### src/hdl/feps_pkg.sv
package feps_pkg;

  localparam int unsigned FLASH_BYTES_DEF = 1048576;

  localparam int ADDR_W = 24;
  localparam int CUR_W  = 25;
  localparam int LEN_W  = 16;
  localparam int CNT_W  = 9;

  localparam logic [CUR_W-1:0] STEP_64K = 25'h001_0000;
  localparam logic [CUR_W-1:0] STEP_32K = 25'h000_8000;
  localparam logic [CUR_W-1:0] STEP_4K  = 25'h000_1000;
  localparam logic [CNT_W-1:0] PAGE_BYTES = 9'd256;

  typedef enum logic [1:0] {
    OP_ERASE    = 2'd0,
    OP_WRITE    = 2'd1,
    OP_CONTINUE = 2'd2
  } opcode_t;

  typedef enum logic [1:0] {
    ST_ISSUED = 2'd0,
    ST_DONE   = 2'd1,
    ST_ERROR  = 2'd2
  } status_t;

  typedef enum logic [2:0] {
    CMD_NONE = 3'd0,
    CMD_CHIP = 3'd1,
    CMD_B64  = 3'd2,
    CMD_B32  = 3'd3,
    CMD_S4   = 3'd4,
    CMD_PAGE = 3'd5
  } cmd_t;

  typedef struct packed {
    cmd_t              pending_kind;
    logic [CUR_W-1:0]  cursor;
    logic [CUR_W-1:0]  range_end;
    logic [LEN_W-1:0]  bytes_left;
  } state_t;

  typedef struct packed {
    status_t           status;
    cmd_t              command;
    logic [ADDR_W-1:0] address;
    logic [CNT_W-1:0]  count;
  } result_t;

endpackage

### src/hdl/feps_plan.sv
module feps_plan import feps_pkg::*; #(
  parameter int unsigned FLASH_BYTES = FLASH_BYTES_DEF
) (
  input  opcode_t           op,
  input  logic [ADDR_W-1:0] from_addr,
  input  logic [ADDR_W-1:0] upto_addr,
  input  logic [LEN_W-1:0]  len,
  input  state_t            cur,
  output state_t            nxt,
  output result_t           res
);

  localparam logic [CUR_W-1:0]  SIZE = CUR_W'(FLASH_BYTES);
  localparam logic [ADDR_W-1:0] LAST = ADDR_W'(FLASH_BYTES - 1);

  logic              idle;
  logic [ADDR_W-1:0] upto_c;
  logic              from_bad;
  logic              erase_bad;
  logic              is_chip;
  logic              write_bad;
  logic [CUR_W-1:0]  step;
  logic [CUR_W-1:0]  ecur;
  logic [CUR_W-1:0]  eend;
  logic [CUR_W-1:0]  span;
  logic              e_done;
  cmd_t              e_kind;
  logic [CUR_W-1:0]  wcur;
  logic [LEN_W-1:0]  wleft;
  logic [CNT_W-1:0]  chunk_raw;
  logic [CNT_W-1:0]  chunk;
  logic [CUR_W-1:0]  w_cur_nxt;
  logic [LEN_W-1:0]  w_left_nxt;
  logic              w_done;
  result_t           r_err;
  result_t           r_done;
  result_t           r_erase;
  result_t           r_page;

  assign idle      = (cur.pending_kind == CMD_NONE);
  assign upto_c    = (({1'b0, upto_addr} >= SIZE) || (upto_addr == '0)) ? LAST : upto_addr;
  assign from_bad  = ({1'b0, from_addr} >= SIZE);
  assign erase_bad = from_bad || (upto_c < from_addr);
  assign is_chip   = (from_addr == '0) && (upto_c == LAST);
  assign write_bad = from_bad || (({1'b0, from_addr} + {{(CUR_W-LEN_W){1'b0}}, len}) > SIZE);

  always_comb begin
    case (cur.pending_kind)
      CMD_B64: step = STEP_64K;
      CMD_B32: step = STEP_32K;
      default: step = STEP_4K;
    endcase
  end

  // erase planning
  assign ecur   = (op == OP_ERASE) ? {1'b0, from_addr[ADDR_W-1:12], 12'h000}
                                   : cur.cursor + step;
  assign eend   = (op == OP_ERASE) ? ({1'b0, upto_c[ADDR_W-1:12], 12'h000} + STEP_4K)
                                   : cur.range_end;
  assign e_done = (ecur >= eend);
  assign span   = eend - ecur;

  always_comb begin
    if ((ecur[15:0] == '0) && (span >= STEP_64K)) begin
      e_kind = CMD_B64;
    end else if ((ecur[14:0] == '0) && (span >= STEP_32K)) begin
      e_kind = CMD_B32;
    end else begin
      e_kind = CMD_S4;
    end
  end

  // page program planning
  assign wcur       = (op == OP_WRITE) ? {1'b0, from_addr} : cur.cursor;
  assign wleft      = (op == OP_WRITE) ? len : cur.bytes_left;
  assign w_done     = (wleft == '0);
  assign chunk_raw  = PAGE_BYTES - {1'b0, wcur[7:0]};
  assign chunk      = ({{(LEN_W-CNT_W){1'b0}}, chunk_raw} > wleft) ? wleft[CNT_W-1:0]
                                                                  : chunk_raw;
  assign w_cur_nxt  = wcur + {{(CUR_W-CNT_W){1'b0}}, chunk};
  assign w_left_nxt = wleft - {{(LEN_W-CNT_W){1'b0}}, chunk};

  always_comb begin
    r_err.status    = ST_ERROR;
    r_err.command   = CMD_NONE;
    r_err.address   = '0;
    r_err.count     = '0;
    r_done          = r_err;
    r_done.status   = ST_DONE;
    r_erase.status  = ST_ISSUED;
    r_erase.command = e_kind;
    r_erase.address = ecur[ADDR_W-1:0];
    r_erase.count   = '0;
    r_page.status   = ST_ISSUED;
    r_page.command  = CMD_PAGE;
    r_page.address  = wcur[ADDR_W-1:0];
    r_page.count    = chunk;
  end

  always_comb begin
    nxt = cur;
    res = r_err;
    case (op)
      OP_ERASE: begin
        if (idle && !erase_bad) begin
          if (is_chip) begin
            nxt.pending_kind = CMD_CHIP;
            res              = r_err;
            res.status       = ST_ISSUED;
            res.command      = CMD_CHIP;
          end else begin
            nxt.cursor    = ecur;
            nxt.range_end = eend;
            if (e_done) begin
              nxt.pending_kind = CMD_NONE;
              res              = r_done;
            end else begin
              nxt.pending_kind = e_kind;
              res              = r_erase;
            end
          end
        end
      end
      OP_WRITE, OP_CONTINUE: begin
        if ((op == OP_WRITE) ? (idle && !write_bad) : (cur.pending_kind == CMD_PAGE)) begin
          nxt.cursor     = wcur;
          nxt.bytes_left = wleft;
          if (w_done) begin
            nxt.pending_kind = CMD_NONE;
            res              = r_done;
          end else begin
            nxt.cursor       = w_cur_nxt;
            nxt.bytes_left   = w_left_nxt;
            nxt.pending_kind = CMD_PAGE;
            res              = r_page;
          end
        end else if (op == OP_CONTINUE) begin
          case (cur.pending_kind)
            CMD_CHIP: begin
              nxt.pending_kind = CMD_NONE;
              res              = r_done;
            end
            CMD_B64, CMD_B32, CMD_S4: begin
              nxt.cursor = ecur;
              if (e_done) begin
                nxt.pending_kind = CMD_NONE;
                res              = r_done;
              end else begin
                nxt.pending_kind = e_kind;
                res              = r_erase;
              end
            end
            default: ;
          endcase
        end
      end
      default: ;
    endcase
  end

endmodule

### src/hdl/flash_erase_program_sequencer.sv
// Plans the command stream for erasing or programming a NOR flash of FLASH_BYTES bytes.
// Each input word (start erase, start write, or continue after the last command finished)
// yields exactly one result word: a command to issue, done, or a rejection. An item may be
// accepted every cycle while the output is not stalled; it passes through the input
// register, then through the planning logic and the sequencer state update into the result
// register. The result register is separated from the input register so a new word is taken
// while a finished result still waits; a stall on the result side holds both stages once
// they are full.
module flash_erase_program_sequencer import feps_pkg::*; #(
  parameter int unsigned FLASH_BYTES = FLASH_BYTES_DEF
) (
  input  logic              clk,
  input  logic              rst_n,
  input  logic              in_valid,
  output logic              in_stall,
  input  logic [1:0]        in_opcode,
  input  logic [ADDR_W-1:0] in_start_address,
  input  logic [ADDR_W-1:0] in_end_address,
  input  logic [LEN_W-1:0]  in_write_length,
  output logic              out_valid,
  input  logic              out_stall,
  output logic [1:0]        out_status,
  output logic [2:0]        out_command,
  output logic [ADDR_W-1:0] out_command_address,
  output logic [CNT_W-1:0]  out_byte_count
);

  logic              s1_vld_r;
  logic [1:0]        op_r;
  logic [ADDR_W-1:0] from_r;
  logic [ADDR_W-1:0] upto_r;
  logic [LEN_W-1:0]  len_r;
  state_t            st_r;
  state_t            st_nxt;
  result_t           res_nxt;
  result_t           res_r;
  logic              out_vld_r;
  logic              adv;

  assign adv      = !out_vld_r || !out_stall;
  assign in_stall = s1_vld_r && !adv;

  always_ff @(posedge clk) begin
    if (!rst_n) begin
      s1_vld_r <= 1'b0;
    end else if (!in_stall) begin
      s1_vld_r <= in_valid;
    end
  end

  always_ff @(posedge clk) begin
    if (!in_stall && in_valid) begin
      op_r   <= in_opcode;
      from_r <= in_start_address;
      upto_r <= in_end_address;
      len_r  <= in_write_length;
    end
  end

  feps_plan #(
    .FLASH_BYTES (FLASH_BYTES)
  ) u_plan (
    .op        (opcode_t'(op_r)),
    .from_addr (from_r),
    .upto_addr (upto_r),
    .len       (len_r),
    .cur       (st_r),
    .nxt       (st_nxt),
    .res       (res_nxt)
  );

  always_ff @(posedge clk) begin
    if (!rst_n) begin
      st_r      <= '0;
      out_vld_r <= 1'b0;
    end else if (adv) begin
      out_vld_r <= s1_vld_r;
      if (s1_vld_r) begin
        st_r <= st_nxt;
      end
    end
  end

  always_ff @(posedge clk) begin
    if (adv && s1_vld_r) begin
      res_r <= res_nxt;
    end
  end

  assign out_valid           = out_vld_r;
  assign out_status          = res_r.status;
  assign out_command         = res_r.command;
  assign out_command_address = res_r.address;
  assign out_byte_count      = res_r.count;

endmodule

### config.mk
export PLATFORM = sky130hd
export DESIGN_NAME = flash_erase_program_sequencer
export DESIGN_NICKNAME = d
export VERILOG_FILES = /design/src/hdl/feps_pkg.sv /design/src/hdl/feps_plan.sv /design/src/hdl/flash_erase_program_sequencer.sv
export SDC_FILE = /design/constraint.sdc
export NUM_CORES = 1
export LEC_CHECK = 0
export BUFFER_PORTS_ARGS = -buffer_cell sky130_fd_sc_hd__buf_2
export CAP_MARGIN = 15
export CORE_MARGIN = 2
export CORE_UTILIZATION = 35
export DETAILED_ROUTE_END_ITERATION = 8
export SLEW_MARGIN = 20
export SYNTH_ARGS = -nofsm -noshare
export SYNTH_HDL_FRONTEND = slang
export SYNTH_HIERARCHICAL = 1
export SYNTH_SLANG_ARGS = --single-unit
export TNS_END_PERCENT = 5
### constraint.sdc
create_clock -name clk -period 6.9 [get_ports clk]
set_input_delay 1.725 -clock clk [delete_from_list [all_inputs] [get_ports clk]]
set_output_delay 1.725 -clock clk [all_outputs]
set_load 0.03 [all_outputs]
After elaboration in Yosys (flattened, before gate mapping). Index checks and enable logic that the tools add are counted.

Muxes and demuxes: 30. Equal/unequal tests: 13. $add $sub $neg: 7. Reductions and logical operators: 32. $lt $le $gt $ge: 8. Bitwise gates (word level): 1.

Operators with widths (count): 38-bit 2-to-1 mux (4); 38-bit case mux with 2 select lines (2); 25-bit 2-to-1 mux (5); 37-bit 2-to-1 mux (2); 28-bit 2-to-1 mux (2); 28-bit case mux with 2 select lines (1); 53-bit 2-to-1 mux (1); 50-bit 2-to-1 mux (1); 24-bit by 21-bit >= comparator with 1-bit output, second input constant (2); 24-bit logical NOT (2); 17-bit case mux with 2 select lines (1); 16-bit logical NOT (2); 16-bit 2-to-1 mux (2); 24-bit by 13-bit adder with 25-bit output, second input constant (1); 24-bit by 16-bit adder with 25-bit output (1); 25-bit by 17-bit adder with 25-bit output (1); 25-bit by 9-bit adder with 25-bit output (1); 25-bit by 16-bit >= comparator with 1-bit output, second input constant (1); 25-bit by 17-bit >= comparator with 1-bit output, second input constant (1); 25-bit >= comparator (1); 25-bit by 21-bit > comparator with 1-bit output, second input constant (1); 25-bit subtractor (1); 24-bit by 20-bit equality test with 1-bit output, second input constant (1); 24-bit less-than comparator (1); 31 further kinds (53).

Input bits: 70. Register bits: 175. Word-level logic and storage cells: 105.

Longest topological paths before layout. Gate-level depths: netlist of run 1.

Depth in word-level cells: 15. Gate-level depth with buffers: 34.

Hierarchy. The synthesis of run 1 kept the hierarchy.

By module, submodules not included: feps_plan (sequential area each 0.0 um^2, cells each 1228, area an instance 8139.1 um^2, times used 1); flash_erase_program_sequencer (sequential area each 4544.4 um^2, cells each 412, area an instance 6042.0 um^2, times used 1).

Least setup slack after synthesis of run 1. OpenSTA, ideal clock, no wires.

Path kind: register to register. Start: register op_r[1]. End: register st_r[56] (netlist bit). Clock period less this slack: 7.099 ns. Arrival: 7.027 ns. Path buffers: 5. Stages on the path, launching flop included: 34. Required time: 6.828 ns. Setup slack: -0.199 ns. Setup time: 0.072 ns. Cells stage by stage: edfxtp_1 -> inv_1 -> ha_1 -> buf_4 -> buf_4 -> buf_4 -> buf_2 -> mux2i_1 -> ha_1 -> ha_1 -> nor2b_1 -> o21a_1 -> o21a_1 -> o21a_1 -> o21a_1 -> o21ai_0 -> a21oi_1 -> o311ai_0 -> clkbuf_1 -> mux2i_1 -> inv_1 -> ha_1 -> a21o_1 -> a211oi_1 -> nor2_1 -> nor4_1 -> o41a_1 -> nor3_1 -> nand2_1 -> xnor2_1 -> a221oi_1 -> o221a_2 -> nand2_1 -> mux2i_1.

RTL lines: start: declaration (line flash_erase_program_sequencer.sv:29) `logic [1:0] op_r;`; start signal: assignment (line flash_erase_program_sequencer.sv:53) `op_r <= in_opcode;`; end signal: assignment (line flash_erase_program_sequencer.sv:79) `st_r <= st_nxt;`; end: declaration (line flash_erase_program_sequencer.sv:33) `state_t st_r;`.

==> results by group, run 1 <==
Power and ir drop
  • Switch Pwr: 0.919 mW
  • Power Total: 2.90 mW
  • VDD IR-drop max: 0.185 mV
  • PwrDens: 184 mW/mm^2
  • Clock Power Share: 36.7%
  • Combinational power share: 22.4%
  • Sw Ratio: 31.7%
  • Sequential power share: 40.9%
  • P_int: 1.98 mW
  • Lkg Pwr: 6.12 nW

Placed design
  • Dpl cells: 2,216
  • Buffers on Ports: 109
  • Sum of net half-perimeters after detailed placement: 31.8 mm
  • Pre-CTS WS: 115 ps
  • Area after DPL: 0.0151 sq mm
  • Placer Congestion: 0.912

Routing
  • Average wire per standard cell: 19.1 um
  • Via density: 5.59
  • DRT Wirelength: 42.9 mm
  • Vias: 12,567
  • First-pass iteration count of the detailed router: 6
  • Iteration-0 DRC Markers: 1,126
  • DR DRC count: 0
  • Routed Antenna Nets: 0

Setup path
  • Worst path slowest cell: edfxtp_1
  • FF-to-FF path depth: 29
  • Worst R2R Setup Slack: 420 ps
  • Worst r2r src: op_r[1]
  • Most frequent CP cell: o21a_1
  • CP Max Fanout: 13
  • Crit. Startpoint: op_r[1]
  • Crit end category: flip-flop
  • WP data required: 7220 ps
  • Reg2reg end: st_r[57]
  • Crit start category: flip-flop
  • End of the critical path: st_r[57]
  • Crit path DAT: 6800 ps
  • Slowest stage delay, CP: 430 ps
  • Crit Path Class: reg -> reg

Synth
  • Largest family of logic cells by synthesized area: simple AND/OR/NAND/NOR gates
  • Most area-consuming cells after synthesis: edfxtp_1 (22%), dfxtp_1 (10%), ha_1 (8.9%), mux2i_1 (8.3%), nand2_1 (6.8%)
  • Synth unique cells: 88
  • XOR/XNOR Fraction of Synth Area: 4.20%
  • Yosys reg bits: 175
  • Cells after synthesis: 1,640
  • Synth Area in Compound Gates: 17.2%
  • Synthesized area: 0.0142 sq mm
  • Sequential element share of the synthesized area: 32.0%
  • Post-Synth Simple-Gate Area: 21.1%
  • Post-synth EDFFs: 104
  • Ys async rst share: 0%
  • Share of the synthesized area in the top cell type: 22.0%
  • Syn avg cell area: 8.65 sq um
  • Area share of fa/ha/maj cells after synthesis: 9.33%
  • Primary FF master, synth: edfxtp_1
  • Yosys warns: 6
  • Cell taking the most area after synthesis: edfxtp_1
  • Mux share of post-synthesis cell area: 10.5%

Global routing
  • GRT Resource Usage Total: 20.6%
  • Number of global-route vias before repair: 11,838
  • Initial antenna violation count: 0
  • Gr ovfl total: 0
  • Largest net degree at the start of global routing: 108
  • First-pass GRT wire length: 67.1 mm

Timing
  • Max Clk Rate: 154 MHz
  • Setup violators final: 0
  • Final WS setup: 418 ps
  • Post-Route Skew: 16.9 ps
  • Unrepaired setup endpoints after global routing: false
  • Hold WS: 467 ps
  • Crit share post-route: 93.9%
  • Final min period: 6480 ps
  • Worst-margin pin slew: 1050 ps
  • Relative slew margins: 30.0%
  • Max Transition Viols Final: 0
  • Fin. Hold Viols: 0
  • Setup TNS: 0 ps

Clock tree
  • CTS root buf: clkbuf_16
  • Worst-path clk slew: 80 ps
  • CTS Hold Buffers Added: 0
  • CTS tree: done
  • Clock Latency Late Sink: 460 ps
  • Clk sinks: 175
  • CTS buffer count: 17
  • Clk buf depth: 2
  • H-Tree Depth: 4

Cells and area
  • Ratio of cells with drive above 1 in the final layout: 14.2%
  • Nets@finish: 1,884
  • Finished Layout Cells: 2,248
  • Synth-to-Final Area Change: 11.1%
  • Most common cell after layout, fill and taps aside: nand2_1
  • Design area: 0.0158 sq mm
  • # diodes: 0
  • Final Util: 39.6%
  • Commonest cells after routing, fill and taps aside: nand2_1 (258), mux2i_1 (116), buf_2 (108), edfxtp_1 (104), ha_1 (99)

Min path
  • Hold Crit Start: st_r[22]
  • Tightest Hold Check Type: reg -> reg

Die
  • I/O Pins: 110
  • Die area: 0.0421 sq mm
  • Die Width: 205 um
  • Rows: 73
  • Die Height: 205 um
  • Core footprint: 0.0398 sq mm
  • Initial core utilization: 35.6%

Outcome
  • Status: finished clean

Job
  • Max cap viols: 0
## metal layers
metal / global-route usage, % / up-vias / wire length, um
li1: - / 6090 / -
met1: 28.9 / 5970 / 20000
met2: 32.7 / 454 / 19400
met3: 3.07 / 53 / 2630
met4: 5.99 / 0 / 819
met5: 0 / - / 0
## worst min-delay path by stage
| stage | end | cells after the start |
|---|---|---|
| after global placement | st_r[21] | 2 |
| after CTS | st_r[24] | 2 |
| after detailed placement | st_r[38] | 2 |
| after global routing | st_r[27] | 2 |
| after floorplan | st_r[55] | 2 |
| final | st_r[22] | 2 |
## power groups by stage
stage	logic [mW]	clock network [mW]	registers [mW]
6_report	0.649	1.06	1.18
5_1_grt	0.714	1.13	1.19
4_1_cts	0.635	1.09	1.18
3_5_place_dp	0.632	0	1.21
3_3_place_gp	0.626	0	1.21
2_1_floorplan	0.468	0	1.20
## synthesized netlist by cell type (13+ instances only)
| master | count |
|---|---|
| a211oi_1 | 13 |
| a21o_1 | 27 |
| a21oi_1 | 93 |
| and2_1 | 26 |
| and3_1 | 14 |
| buf_2 | 22 |
| clkbuf_1 | 43 |
| dfxtp_1 | 71 |
| edfxtp_1 | 104 |
| ha_1 | 101 |
| inv_1 | 72 |
| mux2_2 | 27 |
| mux2i_1 | 118 |
| nand2_1 | 258 |
| nand3_1 | 44 |
| nand4_1 | 18 |
| nor2_1 | 98 |
| nor2b_1 | 35 |
| nor3_1 | 38 |
| nor4_1 | 20 |
| o21a_1 | 16 |
| o21ai_0 | 74 |
| o31ai_1 | 14 |
| or2_2 | 21 |
| xnor2_1 | 38 |
| xor2_1 | 30 |
## repair_timing
item,4_1_cts,5_1_grt
gates resized for setup,0,9
setup buffers,0,0
setup endpoints to repair,0,20
## cell families (layout without fill, tap and decap cells)
| kind of cell | Yosys count | count (layout) |
|---|---|---|
| other cells | 1 | 4 |
| buf+inv | 158 | 238 |
| mux | 145 | 145 |
| simple gates | 621 | 621 |
| compound gates | 368 | 368 |
| xor+xnor | 68 | 68 |
| flops | 175 | 175 |
| fa+ha+maj | 104 | 104 |
## cell type report
class,instances,area (sq um)
clock buffer,17,425
clock inverter,15,196
fill,4057,24100
inverter,72,270
multi-input combinational,1310,8920
sequential,175,4540
tap,525,657
timing repair buffer,134,748
## worst max-delay path, delay by kind of cell (launching register included)
family,cells,cell delay (ps)
compound gates,14,2780
xor+xnor,1,90
fa+ha+maj,5,1490
buf+inv,2,200
flops,1,430
mux,3,700
simple gates,4,660
## flip-flops by register name, indices dropped and copies added (netlist names)
register,count
out_command_address,24
from_r,24
out_status,2
out_valid,1
op_r,2
st_r,69
len_r,16
upto_r,24
out_byte_count,9
s1_vld_r,1
out_command,3
(Power assumes the default switching activity.)
==> inputs of run 2 (changes only) <==
--- a/config.mk
+++ b/config.mk
@@ -5,6 +5,7 @@
 export SDC_FILE = /design/constraint.sdc
 export NUM_CORES = 1
 export LEC_CHECK = 0
+export ABC_AREA = 1
 export BUFFER_PORTS_ARGS = -buffer_cell sky130_fd_sc_hd__buf_2
 export CAP_MARGIN = 15
 export CORE_MARGIN = 2
==> run 2 against run 1 <==
Net effect: fmax up 2.7%; die area up 16%; total power up 20%; via count up 36%; non-clock buffer count down 3; sequential power up 5%; combinational power up 94%; wire length up 28%; critical endpoint is now st_r[14].
==> results by group, run 2 <==
Die
  • Core footprint: 0.0466 sq mm (+17%)
  • Die Width: 221 um (+7.8%)
  • Die Height: 221 um (+7.8%)
  • I/O Pins: 110 (unchanged)
  • Rows: 79 (+8.2%)
  • Die area: 0.0489 sq mm (+16%)
  • Initial core utilization: 35.5% (-0.14 points)

Routing
  • DRT Wirelength: 55.1 mm (+28%)
  • First-pass iteration count of the detailed router: 7 (+1)
  • Iteration-0 DRC Markers: 1,515 (+35%)
  • Average wire per standard cell: 16.7 um (-12%)
  • Via density: 5.18 (-7.3%)
  • Vias: 17,090 (+36%)
  • Routed Antenna Nets: 0 (unchanged)
  • DR DRC count: 0 (unchanged)

Cells and area
  • Synth-to-Final Area Change: 8.88%
  • Most common cell after layout, fill and taps aside: nand2_1
  • Nets@finish: 2,851 (+51%)
  • Final Util: 38.6% (-0.95 points)
  • Ratio of cells with drive above 1 in the final layout: 9.96% (-4.3 points)
  • Design area: 0.0180 sq mm (+14%)
  • Max reg flops: 69 (unchanged)
  • Biggest register: st_r
  • Commonest cells after routing, fill and taps aside: nand2_1 (720), inv_1 (429), nor2_1 (292), nand3_1 (212), a21oi_1 (177)
  • # diodes: 0 (unchanged)

Timing
  • Fin. Hold Viols: 0 (unchanged)
  • Setup violators final: 0 (unchanged)
  • Hold WS: 487 ps (+19.6 ps)
  • Crit share post-route: 91.5% (-2.5 points)
  • Post-Route Skew: 15.6 ps (-1.34 ps)
  • Final min period: 6310 ps (-170 ps)
  • Final WS setup: 589 ps (+170 ps)
  • Max Clk Rate: 158 MHz (+2.7%)
  • Worst-margin pin slew: 949 ps (-98.7 ps)
  • Max Transition Viols Final: 0 (unchanged)
  • Relative slew margins: 36.5% (+6.5 points)
  • Setup TNS: 0 ps (unchanged)

Placed design
  • Placer Congestion: 0.948 (+3.9%)
  • Pre-CTS WS: 319 ps (+204 ps)
  • Sum of net half-perimeters after detailed placement: 41.5 mm (+31%)
  • Area after DPL: 0.0174 sq mm (+15%)
  • Buffers on Ports: 109 (unchanged)

Setup path
  • Crit end category: flip-flop
  • Crit Path Class: reg -> reg
  • FF-to-FF path depth: 38 (+31%)
  • Crit path DAT: 6720 ps (-80 ps)
  • Most frequent CP cell: inv_1
  • CP Max Fanout: 20 (+7)
  • Crit start category: flip-flop
  • Worst path slowest cell: edfxtp_1
  • WP data required: 7310 ps (+90 ps)
  • Worst path top cell family by delay: simple AND/OR/NAND/NOR gates
  • Slowest stage delay, CP: 420 ps (about the same)
  • Crit path buffers/inverters: 8 (+6)
  • Worst R2R Setup Slack: 590 ps (+170 ps)
  • Worst r2r src: op_r[1]
  • Reg2reg end: st_r[14]
  • Crit. Startpoint: op_r[1]

Synth
  • Most area-consuming cells after synthesis: edfxtp_1 (19%), nand2_1 (16%), inv_1 (9.8%), dfxtp_1 (8.6%), ha_1 (7.7%)
  • Ys async rst share: 0% (unchanged)
  • Yosys warns: 6 (unchanged)
  • Post-synth top cells: nand2_1 (721), inv_1 (431), nor2_1 (293)
  • Share of the synthesized area in the top cell type: 18.9% (-3.1 points)
  • Cell taking the most area after synthesis: edfxtp_1
  • Synth unique cells: 59 (-33%)
  • Post-synth EDFFs: 104 (unchanged)
  • Primary FF master, synth: edfxtp_1
  • Top-count cell post-synth: nand2_1
  • Synthesized area: 0.0165 sq mm (+16%)
  • Yosys reg bits: 175 (unchanged)
  • Syn avg cell area: 6.29 sq um (-27%)
  • Cells after synthesis: 2,625 (+60%)
  • Sequential element share of the synthesized area: 27.5% (-4.5 points)

Power and ir drop
  • VDD IR-drop max: 0.167 mV (-9.7%)
  • Lkg Pwr: 8.85 nW (+45%)
  • PwrDens: 194 mW/mm^2 (+5.4%)

Min path
  • Hold path depth: 2 (unchanged)
  • Endpoint, Worst Hold: st_r[21]
  • Tightest Hold Check Type: reg -> reg
  • Hold Crit Start: st_r[21]

Global routing
  • Initial antenna violation count: 1 (+1)
  • First-pass GRT wire length: 88.3 mm (+32%)
  • Number of global-route vias before repair: 16,085 (+36%)
  • Gr busiest metal: met2
  • Largest net degree at the start of global routing: 83 (-23%)
  • GRT Resource Usage Total: 22.9% (+2.3 points)
  • GR Util met3: 4.37% (+1.3 points)
  • Gr ovfl total: 0 (unchanged)
  • Met1 Usage GRT: 31.2% (+2.3 points)
  • Met2 Track Usage GR: 35.6% (+2.9 points)

Clock tree
  • Clk sinks: 175 (unchanged)
  • Clk buf depth: 2 (unchanged)
  • CTS root buf: clkbuf_16
  • H-Tree Depth: 4 (unchanged)
  • CTS tree: done
  • Postcts setup bufs: 0 (unchanged)
  • CTS Hold Buffers Added: 0 (unchanged)
  • Clock Latency Late Sink: 510 ps (+50 ps)
  • CTS buffer count: 17 (unchanged)
  • Worst-path clk slew: 80 ps (about the same)

Job
  • Max cap viols: 0 (unchanged)

Outcome
  • Status: finished clean
==> run 2: what timing repair did <==
| action | 4_1_cts | 5_1_grt |
|---|---|---|
| gates resized for setup | 0 | 7 |
| setup endpoints to repair | 0 | 17 |
| endpoints found under the hold margin | 0 | 0 |
==> run 2: per-stage QoR <==
| step | power (mW) | cells |
|---|---|---|
| after detailed placement | 2.49 | 3265 |
| after floorplan | 2.16 | 2628 |
| after global placement | 2.47 | 3265 |
| after CTS | 3.49 | 3297 |
| after global routing | 3.72 | 3297 |
| final | 3.48 | 3297 |
==> run 2: cell families after synthesis <==
group / after synthesis / share of synthesized area (%)
AOI/OAI and AO/OA: 377 / 12.4
xor gates and xnor gates: 38 / 2.02
adders and majority gates: 104 / 8.02
buffers and inverters: 555 / 14.2
DFF: 175 / 27.5
muxes: 3 / 0.182
other: 1 / 0.0227
and+or+nand+nor: 1372 / 35.7
==> run 2: how the worst max path moves through the flow <==
stage | endpoint | slack, ps | cells past startpoint
global placement | st_r[52] | 570 | 42
floorplan | st_r[65] | 1340 | 37
CTS | st_r[52] | 290 | 42
global route | st_r[52] | -4 | 41
finish | st_r[14] | 590 | 38
detailed placement | st_r[52] | 320 | 42
==> run 2: layer usage <==
metal	vias to the layer above	wire [um]
met5	-	0
met4	0	1680
met3	78	4060
met2	669	24200
met1	7871	25100
li1	8472	-
==> run 2: area by class of cell <==
cell class	instances	area [sq um]
fillers	5028	28600
multi-input cells	1898	9690
flip-flops and latches	175	4550
inverters	454	1700
well taps	607	759
repair buffers	131	711
clock buffers	17	425
clock inverters	15	143
==> run 2: where the power goes <==
part | switching, mW | total (mW) | internal, mW
Sequential | 0.0681 | 1.24 | 1.17
Combinational | 0.841 | 1.26 | 0.421
Clock | 0.505 | 0.982 | 0.477
==> run 2: worst min-delay path, cell delays in order (launching register included) <==
cell     delay [ps]
dfxtp_1         330
a21oi_1          40
nor2_1           80
